$ cat config.mk
export PLATFORM = sky130hd
export DESIGN_NAME = positional_list_insert_delete
export DESIGN_NICKNAME = d
export VERILOG_FILES = /design/src/rtl/core/plid_pkg.sv /design/src/rtl/core/plid_cell.sv /design/src/rtl/core/positional_list_insert_delete.sv
export SDC_FILE = /design/constraint.sdc
export NUM_CORES = 2
export LEC_CHECK = 0
export BUFFER_PORTS_ARGS = -buffer_cell sky130_fd_sc_hd__buf_4
export CELL_PAD_IN_SITES_DETAIL_PLACEMENT = 1
export CELL_PAD_IN_SITES_GLOBAL_PLACEMENT = 2
export CORE_MARGIN = 2
export CORE_UTILIZATION = 30
export CTS_CLUSTER_SIZE = 24
export DETAILED_ROUTE_END_ITERATION = 16
export PLACE_DENSITY = 0.58
export SYNTH_ARGS = -nofsm -noshare
export SYNTH_HDL_FRONTEND = slang
export SYNTH_SLANG_ARGS = --single-unit
$ cat constraint.sdc
create_clock -name clk -period 14 [get_ports clk]
set_input_delay 2.8 -clock clk [delete_from_list [all_inputs] [get_ports clk]]
set_output_delay 2.8 -clock clk [all_outputs]
set_load 0.01 [all_outputs]
$ cat src/rtl/core/plid_pkg.sv
// Shared constants and types for the positional list block.
package plid_pkg;

  localparam int CAPACITY = 16;
  localparam int IDX_W    = (CAPACITY > 1) ? $clog2(CAPACITY) : 1;
  localparam int CNT_W    = $clog2(CAPACITY + 1);
  localparam int POS_W    = 8;
  localparam int ELEM_W   = 32;

  localparam logic [2:0] K_INS_FRONT = 3'd0;
  localparam logic [2:0] K_INS_BACK  = 3'd1;
  localparam logic [2:0] K_INS_AT    = 3'd2;
  localparam logic [2:0] K_DEL_FRONT = 3'd3;
  localparam logic [2:0] K_DEL_BACK  = 3'd4;
  localparam logic [2:0] K_DEL_AT    = 3'd5;
  localparam logic [2:0] K_DUMP      = 3'd6;
  localparam logic [2:0] K_UNUSED    = 3'd7;

  localparam logic [1:0] STAT_OK    = 2'd0;
  localparam logic [1:0] STAT_EMPTY = 2'd1;
  localparam logic [1:0] STAT_BAD   = 2'd2;
  localparam logic [1:0] STAT_FULL  = 2'd3;

  typedef logic signed [ELEM_W-1:0] elem_t;

  typedef enum logic [1:0] {
    OP_HOLD   = 2'd0,
    OP_INSERT = 2'd1,
    OP_DELETE = 2'd2,
    OP_ROTATE = 2'd3
  } cell_op_t;

  typedef struct packed {
    cell_op_t         op;
    logic [IDX_W-1:0] pos;
    logic [IDX_W-1:0] wrap_pos;
    elem_t            ins_value;
    elem_t            wrap_value;
  } cell_ctl_t;

endpackage

$ cat src/rtl/core/plid_cell.sv
// One storage cell of the list chain, shifting to or from its neighbors.
module plid_cell (
  input  logic                      clk,
  input  plid_pkg::cell_ctl_t       ctl,
  input  logic [plid_pkg::IDX_W-1:0] cell_idx,
  input  plid_pkg::elem_t           left_val,
  input  plid_pkg::elem_t           right_val,
  output plid_pkg::elem_t           val
);

  plid_pkg::elem_t val_r;
  plid_pkg::elem_t val_nxt;

  always_comb begin
    val_nxt = val_r;
    case (ctl.op)
      plid_pkg::OP_INSERT: begin
        if (cell_idx == ctl.pos) begin
          val_nxt = ctl.ins_value;
        end else if (cell_idx > ctl.pos) begin
          val_nxt = left_val;
        end
      end
      plid_pkg::OP_DELETE: begin
        if (cell_idx >= ctl.pos) begin
          val_nxt = right_val;
        end
      end
      plid_pkg::OP_ROTATE: begin
        if (cell_idx == ctl.wrap_pos) begin
          val_nxt = ctl.wrap_value;
        end else begin
          val_nxt = right_val;
        end
      end
      default: val_nxt = val_r;
    endcase
  end

  always_ff @(posedge clk) begin
    val_r <= val_nxt;
  end

  assign val = val_r;

endmodule

$ cat src/rtl/core/positional_list_insert_delete.sv
// Top level of the positional list: request decode, cell chain and result register.
//
// The list lives in a chain of CAPACITY cells. An insert or delete beat shifts every cell
// behind the position at once, so such beats can arrive every cycle while the result
// register drains. A dump emits one beat per stored element: the chain rotates one step per
// emitted beat and is back in order after the last one, and no input beat is taken until
// the dump is done. No clearing pass follows reset.
module positional_list_insert_delete (
  input  logic        clk,
  input  logic        rst_n,
  input  logic        in_tvalid,
  output logic        in_tready,
  input  logic [39:0] in_tdata,  // value[31:0], index[39:32]
  input  logic [2:0]  in_tuser,  // kind[2:0]
  output logic        out_tvalid,
  input  logic        out_tready,
  output logic [47:0] out_tdata, // status[1:0], position[9:2], element[41:10], zeros
  output logic        out_tlast
);

  localparam logic [2:0] K_INS_FRONT = plid_pkg::K_INS_FRONT;
  localparam logic [2:0] K_INS_BACK  = plid_pkg::K_INS_BACK;
  localparam logic [2:0] K_INS_AT    = plid_pkg::K_INS_AT;
  localparam logic [2:0] K_DEL_FRONT = plid_pkg::K_DEL_FRONT;
  localparam logic [2:0] K_DEL_BACK  = plid_pkg::K_DEL_BACK;
  localparam logic [2:0] K_DEL_AT    = plid_pkg::K_DEL_AT;
  localparam logic [2:0] K_DUMP      = plid_pkg::K_DUMP;

  localparam logic [1:0] STAT_OK    = plid_pkg::STAT_OK;
  localparam logic [1:0] STAT_EMPTY = plid_pkg::STAT_EMPTY;
  localparam logic [1:0] STAT_BAD   = plid_pkg::STAT_BAD;
  localparam logic [1:0] STAT_FULL  = plid_pkg::STAT_FULL;

  localparam logic S_IDLE = 1'b0;
  localparam logic S_DUMP = 1'b1;

  localparam int CAP = plid_pkg::CAPACITY;
  localparam int IW  = plid_pkg::IDX_W;
  localparam int CW  = plid_pkg::CNT_W;
  localparam int PW  = plid_pkg::POS_W;

  logic                state_r, state_nxt;
  logic [CW-1:0]       count_r, count_nxt;
  logic [IW-1:0]       dump_idx_r, dump_idx_nxt;
  logic                out_valid_r, out_valid_nxt;
  logic [1:0]          out_status_r, out_status_nxt;
  logic [PW-1:0]       out_pos_r, out_pos_nxt;
  plid_pkg::elem_t     out_elem_r, out_elem_nxt;
  logic                out_last_r, out_last_nxt;

  plid_pkg::cell_ctl_t ctl;
  plid_pkg::elem_t     cell_val [CAP];

  logic                out_free;
  logic                accept;
  logic [2:0]          kind;
  plid_pkg::elem_t     value;
  logic [PW-1:0]       index;
  logic [PW-1:0]       count_ext;
  logic [CW-1:0]       count_m1;
  logic [PW-1:0]       req_pos;
  logic [1:0]          req_status;
  logic                dump_last;

  assign out_free  = !out_valid_r || out_tready;
  assign in_tready = (state_r == S_IDLE) && out_free;
  assign accept    = in_tvalid && in_tready;
  assign kind      = in_tuser;
  assign value     = in_tdata[31:0];
  assign index     = in_tdata[39:32];
  assign count_ext = PW'(count_r);
  assign count_m1  = count_r - CW'(1);
  assign dump_last = (CW'(dump_idx_r) == count_m1);

  always_comb begin
    req_pos    = '0;
    req_status = STAT_OK;
    case (kind)
      K_INS_FRONT, K_INS_BACK, K_INS_AT: begin
        if (kind == K_INS_FRONT) begin
          req_pos = '0;
        end else if (kind == K_INS_BACK) begin
          req_pos = count_ext;
        end else begin
          req_pos = index;
        end
        if (req_pos > count_ext) begin
          req_status = STAT_BAD;
        end else if (count_r == CW'(CAP)) begin
          req_status = STAT_FULL;
        end
      end
      K_DEL_FRONT, K_DEL_BACK, K_DEL_AT: begin
        if (kind == K_DEL_FRONT) begin
          req_pos = '0;
        end else if (kind == K_DEL_BACK) begin
          req_pos = (count_r != '0) ? PW'(count_m1) : '0;
        end else begin
          req_pos = index;
        end
        if (count_r == '0) begin
          req_status = STAT_EMPTY;
        end else if (req_pos >= count_ext) begin
          req_status = STAT_BAD;
        end
      end
      default: begin
        req_pos    = '0;
        req_status = (count_r == '0) ? STAT_EMPTY : STAT_OK;
      end
    endcase
  end

  always_comb begin
    state_nxt      = state_r;
    count_nxt      = count_r;
    dump_idx_nxt   = dump_idx_r;
    out_valid_nxt  = out_valid_r && !out_tready;
    out_status_nxt = out_status_r;
    out_pos_nxt    = out_pos_r;
    out_elem_nxt   = out_elem_r;
    out_last_nxt   = out_last_r;
    ctl.op         = plid_pkg::OP_HOLD;
    ctl.pos        = req_pos[IW-1:0];
    ctl.wrap_pos   = count_m1[IW-1:0];
    ctl.ins_value  = value;
    ctl.wrap_value = cell_val[0];

    if (state_r == S_IDLE) begin
      if (accept) begin
        case (kind)
          K_INS_FRONT, K_INS_BACK, K_INS_AT, K_DEL_FRONT, K_DEL_BACK, K_DEL_AT: begin
            out_valid_nxt  = 1'b1;
            out_status_nxt = req_status;
            out_pos_nxt    = (req_status == STAT_OK) ? req_pos : '0;
            out_elem_nxt   = '0;
            out_last_nxt   = 1'b1;
            if (req_status == STAT_OK) begin
              if (kind inside {K_INS_FRONT, K_INS_BACK, K_INS_AT}) begin
                ctl.op    = plid_pkg::OP_INSERT;
                count_nxt = count_r + CW'(1);
              end else begin
                ctl.op    = plid_pkg::OP_DELETE;
                count_nxt = count_m1;
              end
            end
          end
          K_DUMP: begin
            if (count_r == '0) begin
              out_valid_nxt  = 1'b1;
              out_status_nxt = STAT_EMPTY;
              out_pos_nxt    = '0;
              out_elem_nxt   = '0;
              out_last_nxt   = 1'b1;
            end else begin
              state_nxt    = S_DUMP;
              dump_idx_nxt = '0;
            end
          end
          default: ;
        endcase
      end
    end else if (out_free) begin
      ctl.op         = plid_pkg::OP_ROTATE;
      out_valid_nxt  = 1'b1;
      out_status_nxt = STAT_OK;
      out_pos_nxt    = PW'(dump_idx_r);
      out_elem_nxt   = cell_val[0];
      out_last_nxt   = dump_last;
      dump_idx_nxt   = dump_idx_r + IW'(1);
      if (dump_last) begin
        state_nxt = S_IDLE;
      end
    end
  end

  for (genvar g = 0; g < CAP; g++) begin : g_cell
    plid_pkg::elem_t left_w;
    plid_pkg::elem_t right_w;
    if (g == 0) begin : g_first
      assign left_w = cell_val[0];
    end else begin : g_mid_l
      assign left_w = cell_val[g-1];
    end
    if (g == CAP - 1) begin : g_last
      assign right_w = cell_val[g];
    end else begin : g_mid_r
      assign right_w = cell_val[g+1];
    end
    plid_cell u_cell (
      .clk       (clk),
      .ctl       (ctl),
      .cell_idx  (IW'(g)),
      .left_val  (left_w),
      .right_val (right_w),
      .val       (cell_val[g])
    );
  end

  always_ff @(posedge clk) begin
    if (!rst_n) begin
      state_r     <= S_IDLE;
      count_r     <= '0;
      dump_idx_r  <= '0;
      out_valid_r <= 1'b0;
    end else begin
      state_r     <= state_nxt;
      count_r     <= count_nxt;
      dump_idx_r  <= dump_idx_nxt;
      out_valid_r <= out_valid_nxt;
    end
  end

  always_ff @(posedge clk) begin
    out_status_r <= out_status_nxt;
    out_pos_r    <= out_pos_nxt;
    out_elem_r   <= out_elem_nxt;
    out_last_r   <= out_last_nxt;
  end

  assign out_tvalid = out_valid_r;
  assign out_tdata  = {6'b0, out_elem_r, out_pos_r, out_status_r};
  assign out_tlast  = out_last_r;

  a_count_bound: assert property (@(posedge clk) disable iff (!rst_n)
    count_r <= CW'(CAP))
    else $error("element count above capacity");

  a_dump_blocks_input: assert property (@(posedge clk) disable iff (!rst_n)
    (state_r == S_DUMP) |-> !in_tready)
    else $error("input taken during a dump");

  a_dump_count_stable: assert property (@(posedge clk) disable iff (!rst_n)
    (state_r == S_DUMP) |=> $stable(count_r))
    else $error("element count changed during a dump");

  a_dump_idx_range: assert property (@(posedge clk) disable iff (!rst_n)
    (state_r == S_DUMP) |-> (CW'(dump_idx_r) < count_r))
    else $error("dump position beyond the list");

endmodule

**Yosys cells after proc, flatten, opt, wreduce, memory -nomap -nowiden**

Index checks and enable logic that the tools add are counted.

- Divide/modulo/power cells: 0
- Add/subtract/negate cells: 3
- Shift-type cells: 0
- Bitwise operators: 1
- Muxes and demuxes: 136
- $lt $le $gt $ge: 32
- Eq/ne operators: 77
- Reductions and logical operators: 40
- Multipliers: 0

Operators by type and width:

| operator | count |
|---|---|
| 2-to-1 mux 32 bit | 66 |
| one-hot mux 32 bit (3 select lines) | 15 |
| one-hot mux 32 bit (2 select lines) | 2 |
| 2-to-1 mux 8 bit | 11 |
| equality test 4 bit (first input constant) | 16 |
| inequality test 3 x 1 -> 1 bit (second input constant) | 15 |
| AND reduction 3 bit | 15 |
| inequality test 2 x 1 -> 1 bit (second input constant) | 18 |
| equality test 3 x 4 -> 1 bit (first input constant) | 8 |
| > comparator 4 bit (first input constant) | 8 |
| one-hot mux 8 bit (2 select lines) | 2 |
| >= comparator 4 bit (first input constant) | 7 |
| 2-to-1 mux 2 bit | 14 |
| 2-to-1 mux 4 bit | 5 |
| equality test 2 x 4 -> 1 bit (first input constant) | 4 |
| >= comparator 3 x 4 -> 1 bit (first input constant) | 4 |
| > comparator 3 x 4 -> 1 bit (first input constant) | 4 |
| AND reduction 4 bit | 4 |
| 2-to-1 mux 1 bit | 15 |
| 2-to-1 mux 5 bit | 2 |
| equality test 3 bit (second input constant) | 3 |
| nonzero test 3 bit | 3 |
| equality test 1 x 4 -> 1 bit (first input constant) | 2 |
| >= comparator 1 x 4 -> 1 bit (first input constant) | 2 |
| other kinds (30) | 44 |

- RAM bits: 0
- Output and inout bits: 51
- Bits in registers: 566
- Memories: 0
- Memory bits (read-only): 0
- Word-level logic and storage cells: 313
- Bits of input ports: 47
- Bits in latches: 0

**Logic depth before layout (Yosys ltp)**

- Word-level depth: 17
- Gate-level depth with buffers: 17
- Depth with buffers taken out: 13

**By module**

A second synthesis with hierarchy kept.

- Cells, all modules: 3648
- Area, all modules: 39024.9 um2

Modules (own cells, without submodules):

| module | seq. area each (um2) | cells each | times used | area an instance (um2) |
|---|---|---|---|---|
| plid_cell at g_cell[15].u_cell ... | 960.9 | 208 | 10 | 2234.6 |
| plid_cell at g_cell[0].u_cell ... | 960.9 | 207 | 5 | 2240.9 |
| positional_list_insert_delete | 1511.4 | 326 | 1 | 3219.3 |
| plid_cell at g_cell[11].u_cell | 960.9 | 207 | 1 | 2254.7 |

**Worst setup path before layout**

No wires, ideal clock.

- Path type: input-to-reg
- From: in in_tuser[2]
- To: reg g_cell[6].u_cell.val_r[0] (enable)
- Path buffers: 2
- Required time: 13.530 ns
- Stages on the path: 13
- Library setup time: 0.470 ns
- Arrival: 7.469 ns
- Slack: 6.061 ns
- Cells stage by stage: buf_2 buf_2 inv_1 nand2_1 nand2_1 o21ai_0 ha_1 nor2b_1 o31ai_1 a21oi_1 o31ai_2 nand2_1 o31ai_1

- Longest elaborated chain between the ends: 16
- Elaborated cells on any way between the ends: 39

RTL lines:

| element | RTL line | RTL |
|---|---|---|
| start, declared | positional_list_insert_delete.sv:14 | `input logic [2:0] in_tuser,` |
| equality test 3 bit | positional_list_insert_delete.sv:78, positional_list_insert_delete.sv:96, positional_list_insert_delete.sv:131 |  |
| 2-to-1 mux 8 bit | positional_list_insert_delete.sv:96 | `end else if (kind == K_DEL_BACK) begin` |
| 2-to-1 mux 8 bit | positional_list_insert_delete.sv:94 | `if (kind == K_DEL_FRONT) begin` |
| 2-to-1 mux 8 bit | positional_list_insert_delete.sv:78 | `case (kind)` |
| >= comparator 8 x 5 -> 1 bit | positional_list_insert_delete.sv:103 | `end else if (req_pos >= count_ext) begin` |
| 2-to-1 mux 2 bit | positional_list_insert_delete.sv:103 |  |
| 2-to-1 mux 2 bit | positional_list_insert_delete.sv:101 | `if (count_r == '0) begin` |
| one-hot mux 2 bit (2 select lines) | positional_list_insert_delete.sv:78 |  |
| logical NOT 2 bit | positional_list_insert_delete.sv:138 | `if (req_status == STAT_OK) begin` |
| 2-to-1 mux 2 bit | positional_list_insert_delete.sv:138 |  |
| 2-to-1 mux 2 bit | positional_list_insert_delete.sv:131 | `case (kind)` |
| 2-to-1 mux 2 bit | positional_list_insert_delete.sv:130 | `if (accept) begin` |
| 2-to-1 mux 2 bit | positional_list_insert_delete.sv:129 | `if (state_r == S_IDLE) begin` |
| equality test 2 x 1 -> 1 bit / equality test 2 bit (equally long branches) | plid_cell.sv:16 | `case (ctl.op)` |
| inequality test 3 x 1 -> 1 bit (no line) (tied with other cells) | n/a |  |
| AND reduction 3 bit (no line) (*) | n/a |  |
| end signal, assigned | plid_cell.sv:41 | `val_r <= val_nxt;` |
| end, declared | plid_cell.sv:11 | `plid_pkg::elem_t val_r;` |

Every way passes the cells marked *; elsewhere a longest branch is shown, timed or not. The select of a mux whose other input is x is not followed.
A chain may end at the register's enable or synchronous reset.

**Worst setup path after layout**

- From: in in_tuser[2]
- To: reg g_cell[12].u_cell.val_r[13], data pin

- Longest elaborated chain between the ends: 15
- Elaborated cells on any way between the ends: 35

RTL lines:

| element | RTL line | RTL |
|---|---|---|
| equality test 3 bit | positional_list_insert_delete.sv:78, positional_list_insert_delete.sv:96, positional_list_insert_delete.sv:131 |  |
| 2-to-1 mux 8 bit | positional_list_insert_delete.sv:96 |  |
| 2-to-1 mux 8 bit | positional_list_insert_delete.sv:94 |  |
| 2-to-1 mux 8 bit | positional_list_insert_delete.sv:78 |  |
| >= comparator 8 x 5 -> 1 bit | positional_list_insert_delete.sv:103 |  |
| 2-to-1 mux 2 bit | positional_list_insert_delete.sv:103 |  |
| 2-to-1 mux 2 bit | positional_list_insert_delete.sv:101 |  |
| one-hot mux 2 bit (2 select lines) | positional_list_insert_delete.sv:78 |  |
| logical NOT 2 bit | positional_list_insert_delete.sv:138 |  |
| 2-to-1 mux 2 bit | positional_list_insert_delete.sv:138 |  |
| 2-to-1 mux 2 bit | positional_list_insert_delete.sv:131 |  |
| 2-to-1 mux 2 bit | positional_list_insert_delete.sv:130 |  |
| 2-to-1 mux 2 bit | positional_list_insert_delete.sv:129 |  |
| equality test 2 bit / equality test 2 x 1 -> 1 bit (equally long branches) | plid_cell.sv:16 |  |
| one-hot mux 32 bit (3 select lines) (*) | plid_cell.sv:16 |  |
| named net g_cell[12].u_cell.val_nxt[13] | plid_cell.sv:12 | `plid_pkg::elem_t val_nxt;` |
| end signal, assigned | plid_cell.sv:41 |  |
| end, declared | plid_cell.sv:11 |  |

The timed path passes the listed nets; every way through them passes the cells marked *. The select of a mux whose other input is x is not followed.

==> impl_summary.md <==
Outcome
The run finished with clean final reports.

Floorplan
The die is between 300 and 400 um tall. For this design the top-level I/O count stands at 98. The die area is 0.107 sq mm. The region available for standard cell placement spans around 0.10 sq mm. For this configuration, the core starts out at a cell density of 0.302. The die width is approximately 330 um.

After floorplanning, the core was divided into 118 placement rows.

Clock tree
Post-CTS timing repair inserted 0 buffers for setup. The number of buffers created by CTS is 72. The CTS root buffer is clkbuf_16.

The number of resized instances in the post-cts repair step is 0. TritonCTS built the clock tree. After clock tree synthesis, the clock-pin slew on the worst setup and hold paths is about 60 ps. The clock tree synthesis step divided the H-tree into 3 levels.

The clock insertion delay at the later pin of the skew report is approximately 640 ps. The clock net in this run drives a total of ~570 sinks. No sink is reached through more buffers than the 3 on the longest clock path. The count of hold-fix buffers inserted at cts is 0.

STA
Setup repair after global routing left no endpoint under its margin. At the pin with the least slew margin, the transition time is roughly 1100 ps. In this run the tightest slew margin relative to its limit is 0.252. The final number of setup-violating endpoints is 0. For this run, the top clock speed supported by timing is 133 MHz. The number of endpoints with negative hold slack in the final report is 0. For the final database, setup skew stands at 20.5 ps. For the final routed database, the setup TNS stands at 0 ps. The shortest period the worst path allows is ~7500 ps. The final worst-path cycle share is 0.539. The final-report max-slew violation count is 0.

Synthesis
The synthesized flop and latch total is roughly 570. Of the post-synthesis cell area, the dominant cell type holds 0.534. The netlist area before placement is 0.0312 sq mm. Counting flops with an async set or reset pin after synthesis yields a share of 0. The average size of a mapped cell is approximately 11 sq um. The number of distinct library cells after synthesis is 80. The sequential area share after synthesis is 0.541. The leading register cell type out of synthesis is edfxtp_1. The cell accounting for the most synthesized area is edfxtp_1. Yosys attributes the largest share of cell area to edfxtp_1, a22oi_1, o211ai_1, mux2i_1, nand3_1. The number of standard cells after synthesis is between 2000 and 3000.

By instance count, the leading cell after synthesis is edfxtp_1. Yosys mapped a number of flops with a built-in enable equal to approximately 560. The commonest cells after synthesis are edfxtp_1, a22oi_1, nand3_1. The number of warnings printed during yosys synthesis is 0.

Finish
The net count of the finished layout is roughly 2700. The finished cells cover 0.0353 sq mm. Relative to the synthesized area, the layout overhead comes to 13.2%. In the final layout, the share of cells above drive strength 1 is 0.145.

Critical path
The critical path is of the input pin to register type. STA classifies the critical path endpoint as a register. The kind of launch point of the worst setup path is an input pin. The data arrival time of the critical path is between 7000 and 8000 ps.

The data required time at the worst endpoint is 14420 ps. Of all nets on the critical path, the largest fanout is 63.

Place
The placed instances occupy a cell area of ~0.033 sq mm. At the end of routability-driven placement, the weighted congestion stood at between 0.8 and 0.9. After legalization and detailed placement, the total HPWL measured between 70000 and 80000 um. The quantity of I/O buffers inserted on ports is around 90.

Global route
The largest net degree at the start of global routing is roughly 160. Across every metal layer, demand over resource in global routing totals 0.258. The number of antenna violations at the first check in global routing is 3. The first global-routing pass estimated slightly above 200000 um of wire. For this run the aggregate overflow at the end of global routing stands at 0. The number of global-route vias before repair came to approximately 27000.

Detailed routing
The per-cell via count in the routed design is 6.33. The routed wire length is around 140000 um. For this block, the initial DRC count from the detailed router was approximately 2800. The average routed wire per standard cell is 34.3 um.

For this run, design rule violations remaining after detail routing come to 0. Before antenna repair, the detailed router went through 5 iterations. The post-detailed-route count of antenna-violating nets is 0. The overall via count from detail_route is about 26000.

Pwr
In this run the power density over the cells is roughly 120 mW/mm^2. The total leakage power is 11.1 nW. The worst-case vdd ir drop is between 70 and 80 uV.

Min path
In this run the worst hold path is classified as register to register.

Run
The max-capacitance violation count is 0.
[kinds of logic (layout without fill, tap and decap cells)]
kind of cell,after synthesis,after routing,synth area share
AOI/OAI and AO/OA,1026,1026,0.239
and+or+nand+nor,632,632,0.106
DFF,566,566,0.541
buffers and inverters,367,305,0.0499
muxes,167,167,0.0537
adders and majority gates,17,17,0.00681
xor gates and xnor gates,11,11,0.00309
other,1,11,0.000120
[placed cells by master, fill, tap and decap left out, types with 10 or more instances in the layout]
cell type | netlist | final
clkbuf_1 | 270 | 21
o21ai_0 | 146 | 135
clkbuf_16 | 0 | 74
nor2_1 | 29 | 21
mux2i_1 | 162 | 162
o21a_1 | 14 | 13
nand3_2 | 29 | 29
a21oi_1 | 17 | 16
o211ai_2 | 31 | 31
o211ai_1 | 262 | 262
o21ai_1 | 56 | 41
edfxtp_1 | 555 | 555
nand2_1 | 171 | 168
nand3_1 | 276 | 272
clkinv_1 | 0 | 21
ha_1 | 17 | 17
o21ai_4 | 1 | 28
buf_4 | 16 | 161
dfxtp_1 | 11 | 10
a22oi_1 | 419 | 419
nor3_1 | 10 | 10
and2_1 | 66 | 65
a221o_1 | 32 | 32
inv_1 | 13 | 13
[routing by layer]
metal	track usage	routed length, um	vias up
li1	-	-	10900
met4	0.0899	4430	2
met1	0.350	60700	13700
met5	0	13	-
met3	0.0409	10000	274
met2	0.419	66000	1176
[path summary, 6_finish.rpt]
kind	from	to	slack (ps)	cells after the start
worst max-delay path	in_tuser[2]	g_cell[12].u_cell.val[13]	6460	13
worst min-delay path	dump_idx_r[1]	dump_idx_r[1]	550	2
worst max register to register	count_r[1]	g_cell[12].u_cell.val[13]	7410	14
worst min register to register	dump_idx_r[1]	dump_idx_r[1]	550	2
[worst max-delay path, cell delays in order]
cell and delay [ps]:
buf_4 200, nor3b_4 430, o21ai_0 230, o211a_1 190, ha_1 290, o211ai_1 120
o211ai_1 230, buf_4 430, o21a_4 640, buf_4 780, buf_4 730, nand2_1 450
o211ai_1 300
[metrics by stage]
step | util | power [W] | hold slack (ps) | std cells | setup slack (ps)
2_1_floorplan | - | 0.00237 | 501 | 2795 | 6060
3_3_place_gp | 0.322 | 0.00260 | 527 | 3983 | 6080
3_5_place_dp | 0.322 | 0.00262 | 539 | 3983 | 5880
4_1_cts | 0.342 | 0.00437 | 548 | 4113 | 6550
5_1_grt | 0.342 | 0.00448 | 580 | 4113 | 6250
6_report | 0.342 | 0.00433 | 545 | 4115 | 6460
[where the power goes]
group	switching [W]	internal (W)
combinational	0.000388	0.000162
clock	0.000776	0.000969
sequential	0.0000561	0.00198
total	0.00122	0.00311
[layout make-up]
type	count	area (sq um)
flip-flops and latches	566	16900
diodes	2	5.00
well taps	1380	1730
repair buffers	162	1230
inverters	13	48.8
fillers	11200	68000
clock inverters	35	178
multi-input cells	1862	13300
clock buffers	95	1930
[sequential cells by signal, summed over array words and instances, names as in the netlist]
signal,cells
out_status_r,2
count_r,5
out_tlast,1
state_r,1
g_cell.u_cell.val,512
out_elem_r,32
dump_idx_r,4
out_pos_r,8
out_tvalid,1
(Power assumes the default switching activity.)
